File: src/thop_pkg.sv
// shared types and constants of the tcp header and option parser
package thop_pkg;

   // record kinds on the result channel
   localparam logic [2:0] REC_HEADER     = 3'd0;
   localparam logic [2:0] REC_OPT_WORD   = 3'd1;
   localparam logic [2:0] REC_OPT_EMPTY  = 3'd2;
   localparam logic [2:0] REC_END_OK     = 3'd3;
   localparam logic [2:0] REC_END_BADOPT = 3'd4;
   localparam logic [2:0] REC_END_SHORT  = 3'd5;

   // fixed header layout, byte indexes
   localparam int unsigned IDX_SEQ      = 4;
   localparam int unsigned IDX_ACK      = 8;
   localparam int unsigned IDX_OFFSET   = 12;
   localparam int unsigned IDX_FLAGS    = 13;
   localparam int unsigned IDX_WIN_HI   = 14;
   localparam int unsigned IDX_WIN_LO   = 15;
   localparam int unsigned IDX_URG_HI   = 18;
   localparam int unsigned IDX_URG_LO   = 19;
   localparam int unsigned FIXED_HDR    = 20;

   // option kinds that are one byte long
   localparam logic [7:0] OPT_EOL = 8'd0;
   localparam logic [7:0] OPT_NOP = 8'd1;

   // result queue
   localparam int unsigned FIFO_DEPTH = 4;
   localparam int unsigned PTR_BITS   = $clog2(FIFO_DEPTH);
   localparam int unsigned CNT_BITS   = $clog2(FIFO_DEPTH + 1);

   typedef struct packed {
      logic [2:0]  record_kind;
      logic [31:0] ports;
      logic [31:0] seq_no;
      logic [31:0] ack_no;
      logic [5:0]  header_length;
      logic [5:0]  flags;
      logic [31:0] window_urgent;
      logic [7:0]  option_kind;
      logic [7:0]  option_length;
      logic [31:0] option_word;
      logic [15:0] payload_length;
      logic        last_in_run;
   } rec_type;

   // up to two records per byte: a header or option record, then an end record
   typedef struct packed {
      logic    first_valid;
      rec_type first;
      logic    fin_valid;
      rec_type fin;
   } push_type;

endpackage

File: src/thop_in_reg.sv
// input register stage of the tcp header and option parser
module thop_in_reg
   import thop_pkg::*;
(
   input  logic       clock,
   input  logic       reset,
   input  logic       req_valid,
   input  logic [7:0] req_data_byte,
   input  logic       req_last_byte,
   output logic       req_stall,
   input  logic       take,
   output logic       in_valid,
   output logic [7:0] in_byte,
   output logic       in_last
);

   logic       valid_ff, valid_in;
   logic [7:0] byte_ff;
   logic       last_ff;
   logic       load;

   assign req_stall = valid_ff && !take;
   assign load      = req_valid && !req_stall;
   assign valid_in  = load ? 1'b1 : (take ? 1'b0 : valid_ff);

   always_ff @(posedge clock) begin
      if (reset) begin
         valid_ff <= 1'b0;
      end else begin
         valid_ff <= valid_in;
      end
   end

   always_ff @(posedge clock) begin
      if (load) begin
         byte_ff <= req_data_byte;
         last_ff <= req_last_byte;
      end
   end

   assign in_valid = valid_ff;
   assign in_byte  = byte_ff;
   assign in_last  = last_ff;

endmodule

File: src/thop_parse.sv
// header field capture, option walk and record building, one byte per cycle while take is high
module thop_parse
   import thop_pkg::*;
#(
   parameter int COUNT_BITS = 16
)
(
   input  logic       clock,
   input  logic       reset,
   input  logic       take,
   input  logic [7:0] in_byte,
   input  logic       in_last,
   output push_type   push
);

   logic [COUNT_BITS-1:0] byte_count_ff, byte_count_in;
   logic [5:0]            hdr_len_ff, hdr_len_in;
   logic [31:0]           ports_ff, ports_in;
   logic [31:0]           seq_ff, seq_in;
   logic [31:0]           ack_ff, ack_in;
   logic [5:0]            flags_ff, flags_in;
   logic [31:0]           win_urg_ff, win_urg_in;
   logic [7:0]            opt_pos_ff, opt_pos_in;
   logic [7:0]            opt_kind_ff, opt_kind_in;
   logic [7:0]            opt_len_ff, opt_len_in;
   logic [31:0]           word_acc_ff, word_acc_in;
   logic                  bad_option_ff, bad_option_in;

   logic [COUNT_BITS-1:0] i;
   logic [COUNT_BITS:0]   i_plus1, reach, hdr_ext;
   logic [COUNT_BITS-1:0] hdr_cnt_nxt, total, pay_full;
   logic [31:0]           pay32;
   logic [15:0]           pay16;
   logic [8:0]            pos_plus1;
   logic                  opt_end, opt_active, short_seg;
   logic                  f_valid;
   logic [2:0]            f_kind;
   logic [7:0]            f_okind, f_olen;
   logic [31:0]           f_word;
   logic [5:0]            hdr_len_nxt;
   logic                  bad_nxt;

   assign i         = byte_count_ff;
   assign i_plus1   = {1'b0, i} + (COUNT_BITS+1)'(1);
   assign reach     = {1'b0, i} - (COUNT_BITS+1)'(1) + (COUNT_BITS+1)'(in_byte);
   assign hdr_ext   = (COUNT_BITS+1)'(hdr_len_ff);
   assign pos_plus1 = {1'b0, opt_pos_ff} + 9'd1;
   assign opt_end   = (pos_plus1 == {1'b0, opt_len_ff});
   assign opt_active = (i >= COUNT_BITS'(FIXED_HDR)) && ({1'b0, i} < hdr_ext)
                       && !bad_option_ff;

   always_comb begin
      hdr_len_nxt = hdr_len_ff;
      ports_in    = ports_ff;
      seq_in      = seq_ff;
      ack_in      = ack_ff;
      flags_in    = flags_ff;
      win_urg_in  = win_urg_ff;
      opt_pos_in  = opt_pos_ff;
      opt_kind_in = opt_kind_ff;
      opt_len_in  = opt_len_ff;
      word_acc_in = word_acc_ff;
      bad_nxt     = bad_option_ff;
      f_valid     = 1'b0;
      f_kind      = REC_HEADER;
      f_okind     = 8'd0;
      f_olen      = 8'd0;
      f_word      = 32'd0;

      if (i < COUNT_BITS'(IDX_SEQ)) begin
         ports_in = {ports_ff[23:0], in_byte};
      end else if (i < COUNT_BITS'(IDX_ACK)) begin
         seq_in = {seq_ff[23:0], in_byte};
      end else if (i < COUNT_BITS'(IDX_OFFSET)) begin
         ack_in = {ack_ff[23:0], in_byte};
      end else if (i == COUNT_BITS'(IDX_OFFSET)) begin
         hdr_len_nxt = {in_byte[7:4], 2'b00};
      end else if (i == COUNT_BITS'(IDX_FLAGS)) begin
         flags_in = in_byte[5:0];
      end else if (i == COUNT_BITS'(IDX_WIN_HI) || i == COUNT_BITS'(IDX_WIN_LO) ||
                   i == COUNT_BITS'(IDX_URG_HI) || i == COUNT_BITS'(IDX_URG_LO)) begin
         win_urg_in = {win_urg_ff[23:0], in_byte};
      end else if (opt_active) begin
         if (opt_pos_ff == 8'd0) begin
            // kind byte
            opt_kind_in = in_byte;
            word_acc_in = 32'd0;
            if (in_byte == OPT_EOL || in_byte == OPT_NOP) begin
               opt_len_in = 8'd1;
               f_valid    = 1'b1;
               f_kind     = REC_OPT_EMPTY;
               f_okind    = in_byte;
               f_olen     = 8'd1;
            end else if (i_plus1 >= hdr_ext) begin
               bad_nxt = 1'b1;
            end else begin
               opt_pos_in = 8'd1;
            end
         end else if (opt_pos_ff == 8'd1) begin
            // length byte
            if (in_byte < 8'd2 || reach > hdr_ext) begin
               bad_nxt    = 1'b1;
               opt_pos_in = 8'd0;
            end else begin
               opt_len_in = in_byte;
               if (in_byte == 8'd2) begin
                  f_valid    = 1'b1;
                  f_kind     = REC_OPT_EMPTY;
                  f_okind    = opt_kind_ff;
                  f_olen     = 8'd2;
                  opt_pos_in = 8'd0;
               end else begin
                  opt_pos_in = 8'd2;
               end
            end
         end else begin
            // value bytes, a word closes at every fourth byte or at the option end
            word_acc_in = {word_acc_ff[23:0], in_byte};
            if (opt_end || opt_pos_ff[1:0] == 2'd1) begin
               f_valid     = 1'b1;
               f_kind      = REC_OPT_WORD;
               f_okind     = opt_kind_ff;
               f_olen      = opt_len_ff;
               f_word      = {word_acc_ff[23:0], in_byte};
               word_acc_in = 32'd0;
            end
            opt_pos_in = opt_end ? 8'd0 : pos_plus1[7:0];
         end
      end

      if (i == COUNT_BITS'(IDX_URG_LO)) begin
         f_valid = 1'b1;
         f_kind  = REC_HEADER;
      end
   end

   // count after this byte, saturating
   assign total       = (&i) ? i : i_plus1[COUNT_BITS-1:0];
   assign hdr_cnt_nxt = COUNT_BITS'(hdr_len_nxt);
   assign short_seg   = (total < COUNT_BITS'(FIXED_HDR)) || (total < hdr_cnt_nxt);
   assign pay_full    = total - hdr_cnt_nxt;
   assign pay32       = 32'(pay_full);
   assign pay16       = (|pay32[31:16]) ? 16'hFFFF : pay32[15:0];

   always_comb begin
      push.first_valid               = take && f_valid;
      push.first.record_kind         = f_kind;
      push.first.ports               = ports_in;
      push.first.seq_no              = seq_in;
      push.first.ack_no              = ack_in;
      push.first.header_length       = hdr_len_nxt;
      push.first.flags               = flags_in;
      push.first.window_urgent       = win_urg_in;
      push.first.option_kind         = f_okind;
      push.first.option_length       = f_olen;
      push.first.option_word         = f_word;
      push.first.payload_length      = 16'd0;
      push.first.last_in_run         = !in_last;

      push.fin_valid                 = take && in_last;
      push.fin.record_kind           = short_seg ? REC_END_SHORT :
                                       (bad_nxt ? REC_END_BADOPT : REC_END_OK);
      push.fin.ports                 = ports_in;
      push.fin.seq_no                = seq_in;
      push.fin.ack_no                = ack_in;
      push.fin.header_length         = hdr_len_nxt;
      push.fin.flags                 = flags_in;
      push.fin.window_urgent         = win_urg_in;
      push.fin.option_kind           = 8'd0;
      push.fin.option_length         = 8'd0;
      push.fin.option_word           = 32'd0;
      push.fin.payload_length        = short_seg ? 16'd0 : pay16;
      push.fin.last_in_run           = 1'b1;
   end

   // the end of a segment returns every register to its reset value
   assign byte_count_in = in_last ? '0 : total;
   assign hdr_len_in    = in_last ? 6'd0 : hdr_len_nxt;
   assign bad_option_in = in_last ? 1'b0 : bad_nxt;

   always_ff @(posedge clock) begin
      if (reset) begin
         byte_count_ff <= '0;
         hdr_len_ff    <= 6'd0;
         ports_ff      <= 32'd0;
         seq_ff        <= 32'd0;
         ack_ff        <= 32'd0;
         flags_ff      <= 6'd0;
         win_urg_ff    <= 32'd0;
         opt_pos_ff    <= 8'd0;
         opt_kind_ff   <= 8'd0;
         opt_len_ff    <= 8'd0;
         word_acc_ff   <= 32'd0;
         bad_option_ff <= 1'b0;
      end else if (take) begin
         byte_count_ff <= byte_count_in;
         hdr_len_ff    <= hdr_len_in;
         bad_option_ff <= bad_option_in;
         ports_ff      <= in_last ? 32'd0 : ports_in;
         seq_ff        <= in_last ? 32'd0 : seq_in;
         ack_ff        <= in_last ? 32'd0 : ack_in;
         flags_ff      <= in_last ? 6'd0 : flags_in;
         win_urg_ff    <= in_last ? 32'd0 : win_urg_in;
         opt_pos_ff    <= in_last ? 8'd0 : opt_pos_in;
         opt_kind_ff   <= in_last ? 8'd0 : opt_kind_in;
         opt_len_ff    <= in_last ? 8'd0 : opt_len_in;
         word_acc_ff   <= in_last ? 32'd0 : word_acc_in;
      end
   end

`ifndef NO_ASSERTIONS
   a_restart_after_last: assert property (@(posedge clock) disable iff (reset)
      take && in_last |=> byte_count_ff == '0 && !bad_option_ff)
      else $error("segment state not cleared after final beat");

   a_bad_only_in_options: assert property (@(posedge clock) disable iff (reset)
      $rose(bad_option_ff) |-> $past(take) && $past(i) >= COUNT_BITS'(FIXED_HDR))
      else $error("bad option flagged outside the option area");
`endif

endmodule

File: src/thop_rsp_fifo.sv
// small result queue, up to two records in and one record out per cycle while the receiver does not stall
module thop_rsp_fifo
   import thop_pkg::*;
(
   input  logic     clock,
   input  logic     reset,
   input  push_type push,
   output logic     room,
   output logic     rsp_valid,
   input  logic     rsp_stall,
   output rec_type  head
);

   rec_type             mem_ff [FIFO_DEPTH];
   logic [PTR_BITS-1:0] wr_ff, wr_in, rd_ff, rd_in;
   logic [CNT_BITS-1:0] count_ff, count_in;
   logic [1:0]          push_n;
   logic                pop;
   rec_type             w0;

   assign push_n = {1'b0, push.first_valid} + {1'b0, push.fin_valid};
   assign w0     = push.first_valid ? push.first : push.fin;
   assign pop    = rsp_valid && !rsp_stall;

   assign wr_in    = wr_ff + PTR_BITS'(push_n);
   assign rd_in    = rd_ff + PTR_BITS'(pop);
   assign count_in = count_ff + CNT_BITS'(push_n) - CNT_BITS'(pop);

   // room for two records, independent of the receiver this cycle
   assign room      = (count_ff <= CNT_BITS'(FIFO_DEPTH - 2));
   assign rsp_valid = (count_ff != '0);
   assign head      = mem_ff[rd_ff];

   always_ff @(posedge clock) begin
      if (reset) begin
         wr_ff    <= '0;
         rd_ff    <= '0;
         count_ff <= '0;
      end else begin
         wr_ff    <= wr_in;
         rd_ff    <= rd_in;
         count_ff <= count_in;
      end
   end

   always_ff @(posedge clock) begin
      if (push_n != 2'd0) begin
         mem_ff[wr_ff] <= w0;
      end
      if (push_n == 2'd2) begin
         mem_ff[wr_ff + PTR_BITS'(1)] <= push.fin;
      end
   end

`ifndef NO_ASSERTIONS
   a_count_bound: assert property (@(posedge clock) disable iff (reset)
      count_ff <= CNT_BITS'(FIFO_DEPTH))
      else $error("result queue count out of range");

   a_no_overflow: assert property (@(posedge clock) disable iff (reset)
      push_n != 2'd0 |-> 32'(count_ff) + 32'(push_n) <= 32'(FIFO_DEPTH))
      else $error("result queue written while full");
`endif

endmodule

File: src/tcp_header_option_parser.sv
// top level of the tcp header and option parser
//
// Bytes of a segment enter on the req_ channel, header first, one beat per
// byte, with req_last_byte set on the final byte. Records leave on the rsp_
// channel: a header record after header byte 19, one record per option value
// word or per option without words, and an end record with the payload length
// and a status after the final byte. rsp_last_in_run marks the last record
// that one byte produced.
// An accepted byte passes the input register and the result queue before
// its first record shows on rsp_. Throughput is one byte per cycle while the
// receiver keeps up; a byte that yields two records (header or option record
// plus end record) writes both into the four-entry result queue at once,
// and req_stall rises only when that queue holds more than two records.
// A stalled record stays on the rsp_ ports unchanged until taken.
// Reset clears the parse state and empties the queue; the block is ready for
// a new segment in the cycle after reset falls and after every final byte.
module tcp_header_option_parser
   import thop_pkg::*;
#(
   parameter int COUNT_BITS = 16
)
(
   input  logic        clock,
   input  logic        reset,
   input  logic        req_valid,
   output logic        req_stall,
   input  logic [7:0]  req_data_byte,
   input  logic        req_last_byte,
   output logic        rsp_valid,
   input  logic        rsp_stall,
   output logic [2:0]  rsp_record_kind,
   output logic [31:0] rsp_ports,
   output logic [31:0] rsp_seq_no,
   output logic [31:0] rsp_ack_no,
   output logic [5:0]  rsp_header_length,
   output logic [5:0]  rsp_flags,
   output logic [31:0] rsp_window_urgent,
   output logic [7:0]  rsp_option_kind,
   output logic [7:0]  rsp_option_length,
   output logic [31:0] rsp_option_word,
   output logic [15:0] rsp_payload_length,
   output logic        rsp_last_in_run
);

   logic       in_valid, in_last, room, take;
   logic [7:0] in_byte;
   push_type   push;
   rec_type    head;

   assign take = in_valid && room;

   thop_in_reg u_in_reg (
      .clock         (clock),
      .reset         (reset),
      .req_valid     (req_valid),
      .req_data_byte (req_data_byte),
      .req_last_byte (req_last_byte),
      .req_stall     (req_stall),
      .take          (take),
      .in_valid      (in_valid),
      .in_byte       (in_byte),
      .in_last       (in_last)
   );

   thop_parse #(
      .COUNT_BITS (COUNT_BITS)
   ) u_parse (
      .clock   (clock),
      .reset   (reset),
      .take    (take),
      .in_byte (in_byte),
      .in_last (in_last),
      .push    (push)
   );

   thop_rsp_fifo u_rsp_fifo (
      .clock     (clock),
      .reset     (reset),
      .push      (push),
      .room      (room),
      .rsp_valid (rsp_valid),
      .rsp_stall (rsp_stall),
      .head      (head)
   );

   assign rsp_record_kind    = head.record_kind;
   assign rsp_ports          = head.ports;
   assign rsp_seq_no         = head.seq_no;
   assign rsp_ack_no         = head.ack_no;
   assign rsp_header_length  = head.header_length;
   assign rsp_flags          = head.flags;
   assign rsp_window_urgent  = head.window_urgent;
   assign rsp_option_kind    = head.option_kind;
   assign rsp_option_length  = head.option_length;
   assign rsp_option_word    = head.option_word;
   assign rsp_payload_length = head.payload_length;
   assign rsp_last_in_run    = head.last_in_run;

endmodule

File: config.mk
export PLATFORM = sky130hd
export DESIGN_NAME = tcp_header_option_parser
export DESIGN_NICKNAME = d
export VERILOG_FILES = /design/src/thop_pkg.sv /design/src/thop_in_reg.sv /design/src/thop_parse.sv /design/src/thop_rsp_fifo.sv /design/src/tcp_header_option_parser.sv
export SDC_FILE = /design/constraint.sdc
export NUM_CORES = 2
export LEC_CHECK = 0
export BUFFER_PORTS_ARGS = -buffer_cell sky130_fd_sc_hd__buf_2
export CORE_ASPECT_RATIO = 0.6
export CORE_UTILIZATION = 61
export CTS_CLUSTER_DIAMETER = 60
export DETAILED_ROUTE_END_ITERATION = 16
export PLACE_DENSITY_LB_ADDON = 0.25
export REMOVE_ABC_BUFFERS = 1
export SYNTH_ARGS = -nofsm -noshare
export SYNTH_HDL_FRONTEND = slang
export SYNTH_SLANG_ARGS = --single-unit
export TNS_END_PERCENT = 50
File: constraint.sdc
create_clock -name clock -period 11.9 [get_ports clock]
set_clock_uncertainty 0.15 [all_clocks]
set_input_delay 2.38 -clock clock [delete_from_list [all_inputs] [get_ports clock]]
set_output_delay 2.38 -clock clock [all_outputs]
set_load 0.01 [all_outputs]
==> metrics.txt <==
Boundary Pins 223; CP endpoint kind register; asr flop ratio synth 0; RSZ-0062 raised after global routing no; Hold Vio Cnt, Final 0; CP Capture Point u_rsp_fifo.mem_ff[3][203]$_DFFE_PP_; DIE HEIGHT 213.7 um; Critical Path Fanout Max 108; Max Cap Viol 0; Routed WL 116100 um; worst flop-to-flop path startpoint u_in_reg.in_byte[0]$_DFFE_PP_; status finished clean; synthesized area 45550 um^2; core region area 73800 um^2; die footprint 75800 um^2; crit path launch u_in_reg.in_byte[0]$_DFFE_PP_; Power Density 164.8 nW/um^2; TritonCTS clock tree built; Pins Over Slew Limit 0; r2r endpoint u_rsp_fifo.mem_ff[3][203]$_DFFE_PP_; final worst slack 3.285 ns; Die X 354.8 um; static leakage 16.88 nW; Post-CTS Hold Buffers 0; worst path arrival time 8.75 ns; final setup vio count 0; TritonRoute pass-1 iters 9; placed cell areas 47410 um^2; min cycle time layout 8.615 ns; Synth top area share 0.4252; layout net count 3764; number of global-route vias before repair 29.93k; clock tree buffer depth 3; Final period util 0.7239; Worst Hold Path Cells 1; wire length on met3 11450 um; vias per cell 6.418; drt wl/cell 24.52 um; IO buf count 222; most common cell after layout, fill and taps aside nor2_1; CP startpoint kind register; Layout area overhead 10.55%; dpl hpwl 69330 um; metal1 wirelength 49950 um; Area contributors post-synth edfxtp_1, dfxtp_1, mux4_2; Comb power frac 0.163; Clk pwr share 0.358; postcts setup bufs 0; initial antenna violation count 4; commonest non-fill, non-tap cells in the layout nor2_1, edfxtp_1, dfxtp_1; sequential power share 0.479; met2 WL post-DR 52510 um; post_cts resized 0; H-tree level count 3; Rows 77; ANT nets after route 0; worst vdd ir 0.2270 mV; CTS Sinks 1054; sw frac 0.2608; highest metal used met5; TritonCTS Buffers 90; pin count of the biggest net entering global routing 113; Internal 6.134 mW; Yosys reg bits 1054; Slew Limit Headroom 0.08023; largest area contributor in the netlist edfxtp_1; Tot GR Track Use 0.3066; vias 30.39k; GP Congestion 0.9807; global-route wire length before repair 177600 um; Primary FF master, synth edfxtp_1; register area share after synthesis 0.6050; Clk pin slew, worst setup/hold paths 0.07 ns; fin area 50360 um^2; # diodes 0; R2R setup slack 3.29 ns; grt ovf 0; Psw 2.165 mW; Post-synth EDFFs 645; share of cells above drive strength 1 0.1772; synthesized instance count 3570; YS warnings 0; Hold WC Path Type register to register; worst-skew pair later-pin latency 0.67 ns; worst reg2reg path depth 22; Starting Density 0.6172; number of remaining DRC errors 0; Root Buffer clkbuf_16; DR iter-0 viols 3257; critical path data required time 12.04 ns; Place WS 3.465 ns; Synth cell types 81; Avg Synthesized Cell Area 12.76 um^2; Setup Crit Path Kind register to register; slew at the pin closest to its max-slew limit 1.377 ns; top achievable clock speed 116.1 MHz
==> power groups by stage <==
stage                     registers (mW)  logic (mW)  clock network [mW]
final                               3.98        1.35                2.97
after global routing                3.99        1.45                3.14
after CTS                           3.98        1.37                2.99
after detailed placement            4.06        1.37                   0
after global placement              4.06        1.36                   0
after floorplan                     4.18       0.916                   0
==> registers in the layout, indices dropped and copies added, names as in the netlist, 3 cells and up <==
signal,flops
u_in_reg.in_byte,8
u_parse.win_urg_ff,32
u_parse.opt_len_ff,8
u_parse.opt_pos_ff,8
u_parse.byte_count_ff,16
u_parse.ack_ff,32
u_parse.seq_ff,32
u_parse.word_acc_ff,24
u_parse.hdr_len_ff,6
u_rsp_fifo.mem_ff,832
u_parse.ports_ff,32
u_parse.flags_ff,6
u_parse.opt_kind_ff,8
u_rsp_fifo.count_ff,3
==> routing by layer <==
metal,GRT usage,vias up
li1,-,13450
met1,0.4500,15260
met2,0.4705,1504
met3,0.06979,166
met4,0.06956,4
met5,0,-
==> worst min path at each step <==
stage | endpoint | start | slack, ns
floorplan | u_rsp_fifo.mem_ff[2][57]$_SDFFE_PP0P_ | u_rsp_fifo.mem_ff[2][57]$_SDFFE_PP0P_ | 0.27
global placement | u_rsp_fifo.mem_ff[1][57]$_SDFFE_PP0P_ | u_rsp_fifo.mem_ff[1][57]$_SDFFE_PP0P_ | 0.29
detailed placement | u_rsp_fifo.mem_ff[2][48]$_SDFFE_PP0P_ | u_rsp_fifo.mem_ff[2][48]$_SDFFE_PP0P_ | 0.30
CTS | u_rsp_fifo.mem_ff[1][57]$_SDFFE_PP0P_ | u_rsp_fifo.mem_ff[1][57]$_SDFFE_PP0P_ | 0.31
global route | u_rsp_fifo.mem_ff[3][56]$_SDFFE_PP0P_ | u_rsp_fifo.mem_ff[3][56]$_SDFFE_PP0P_ | 0.33
finish | u_rsp_fifo.mem_ff[2][48]$_SDFFE_PP0P_ | u_rsp_fifo.mem_ff[2][48]$_SDFFE_PP0P_ | 0.32
==> stage by stage <==
| step | util | hold WS (ns) | setup TNS (ns) | instances | power (mW) |
|---|---|---|---|---|---|
| 2_1_floorplan | - | 0.2698 | -180.18 | 3312 | 5.098 |
| 3_3_place_gp | 0.6424 | 0.2923 | 0 | 4568 | 5.418 |
| 3_5_place_dp | 0.6424 | 0.2988 | 0 | 4568 | 5.425 |
| 4_1_cts | 0.6823 | 0.3145 | 0 | 4735 | 8.341 |
| 5_1_grt | 0.6823 | 0.3316 | 0 | 4735 | 8.576 |
| 6_report | 0.6823 | 0.3153 | 0 | 4735 | 8.299 |
==> layout make-up <==
type / count / area (um^2)
fillers: 5214 / 23440
clock buffers: 123 / 2552
inverters: 78 / 322.8
repair buffers: 269 / 1495
well taps: 987 / 1235
flip-flops and latches: 1054 / 27560
clock inverters: 44 / 397.9
multi-input cells: 2180 / 16790
==> synthesized netlist by cell type (all sizes together), types with 39 or more instances <==
cell	n
clkbuf	193
buf	65
a22o	194
dfxtp	409
nand2	56
nor2	888
a21oi	64
edfxtp	645
inv	78
ha	75
mux4	208
a22oi	174
o21ai	39
mux2i	130
==> cell families (layout without fill, tap and decap cells) <==
kind of cell	count (synthesis)	in the layout	share of synthesized area
DFF	1054	1054	0.6050
and+or+nand+nor	1143	1143	0.1073
buffers and inverters	336	514	0.02906
AOI/OAI and AO/OA	570	570	0.09548
xor gates and xnor gates	51	51	0.009807
adders and majority gates	78	78	0.02192
muxes	338	338	0.1314
==> worst max-delay path, cell delays in order (launching register included) <==
cell and delay (ns):
edfxtp_1 0.69, inv_1 0.20, ha_1 0.24, inv_1 0.06, ha_1 0.17, inv_1 0.07, fa_1 0.45, nor2b_1 0.21
o21a_1 0.14, nor2_1 0.04, xnor2_1 0.13, ha_1 0.21, o31ai_1 0.54, o2111ai_1 0.36, or4b_2 0.71, o21bai_1 0.28
nand2_1 0.11, ha_1 0.29, nor2b_1 0.31, o21bai_1 0.34, nand2_4 0.66, inv_8 0.93, buf_4 0.77
(Power assumes the default switching activity.)
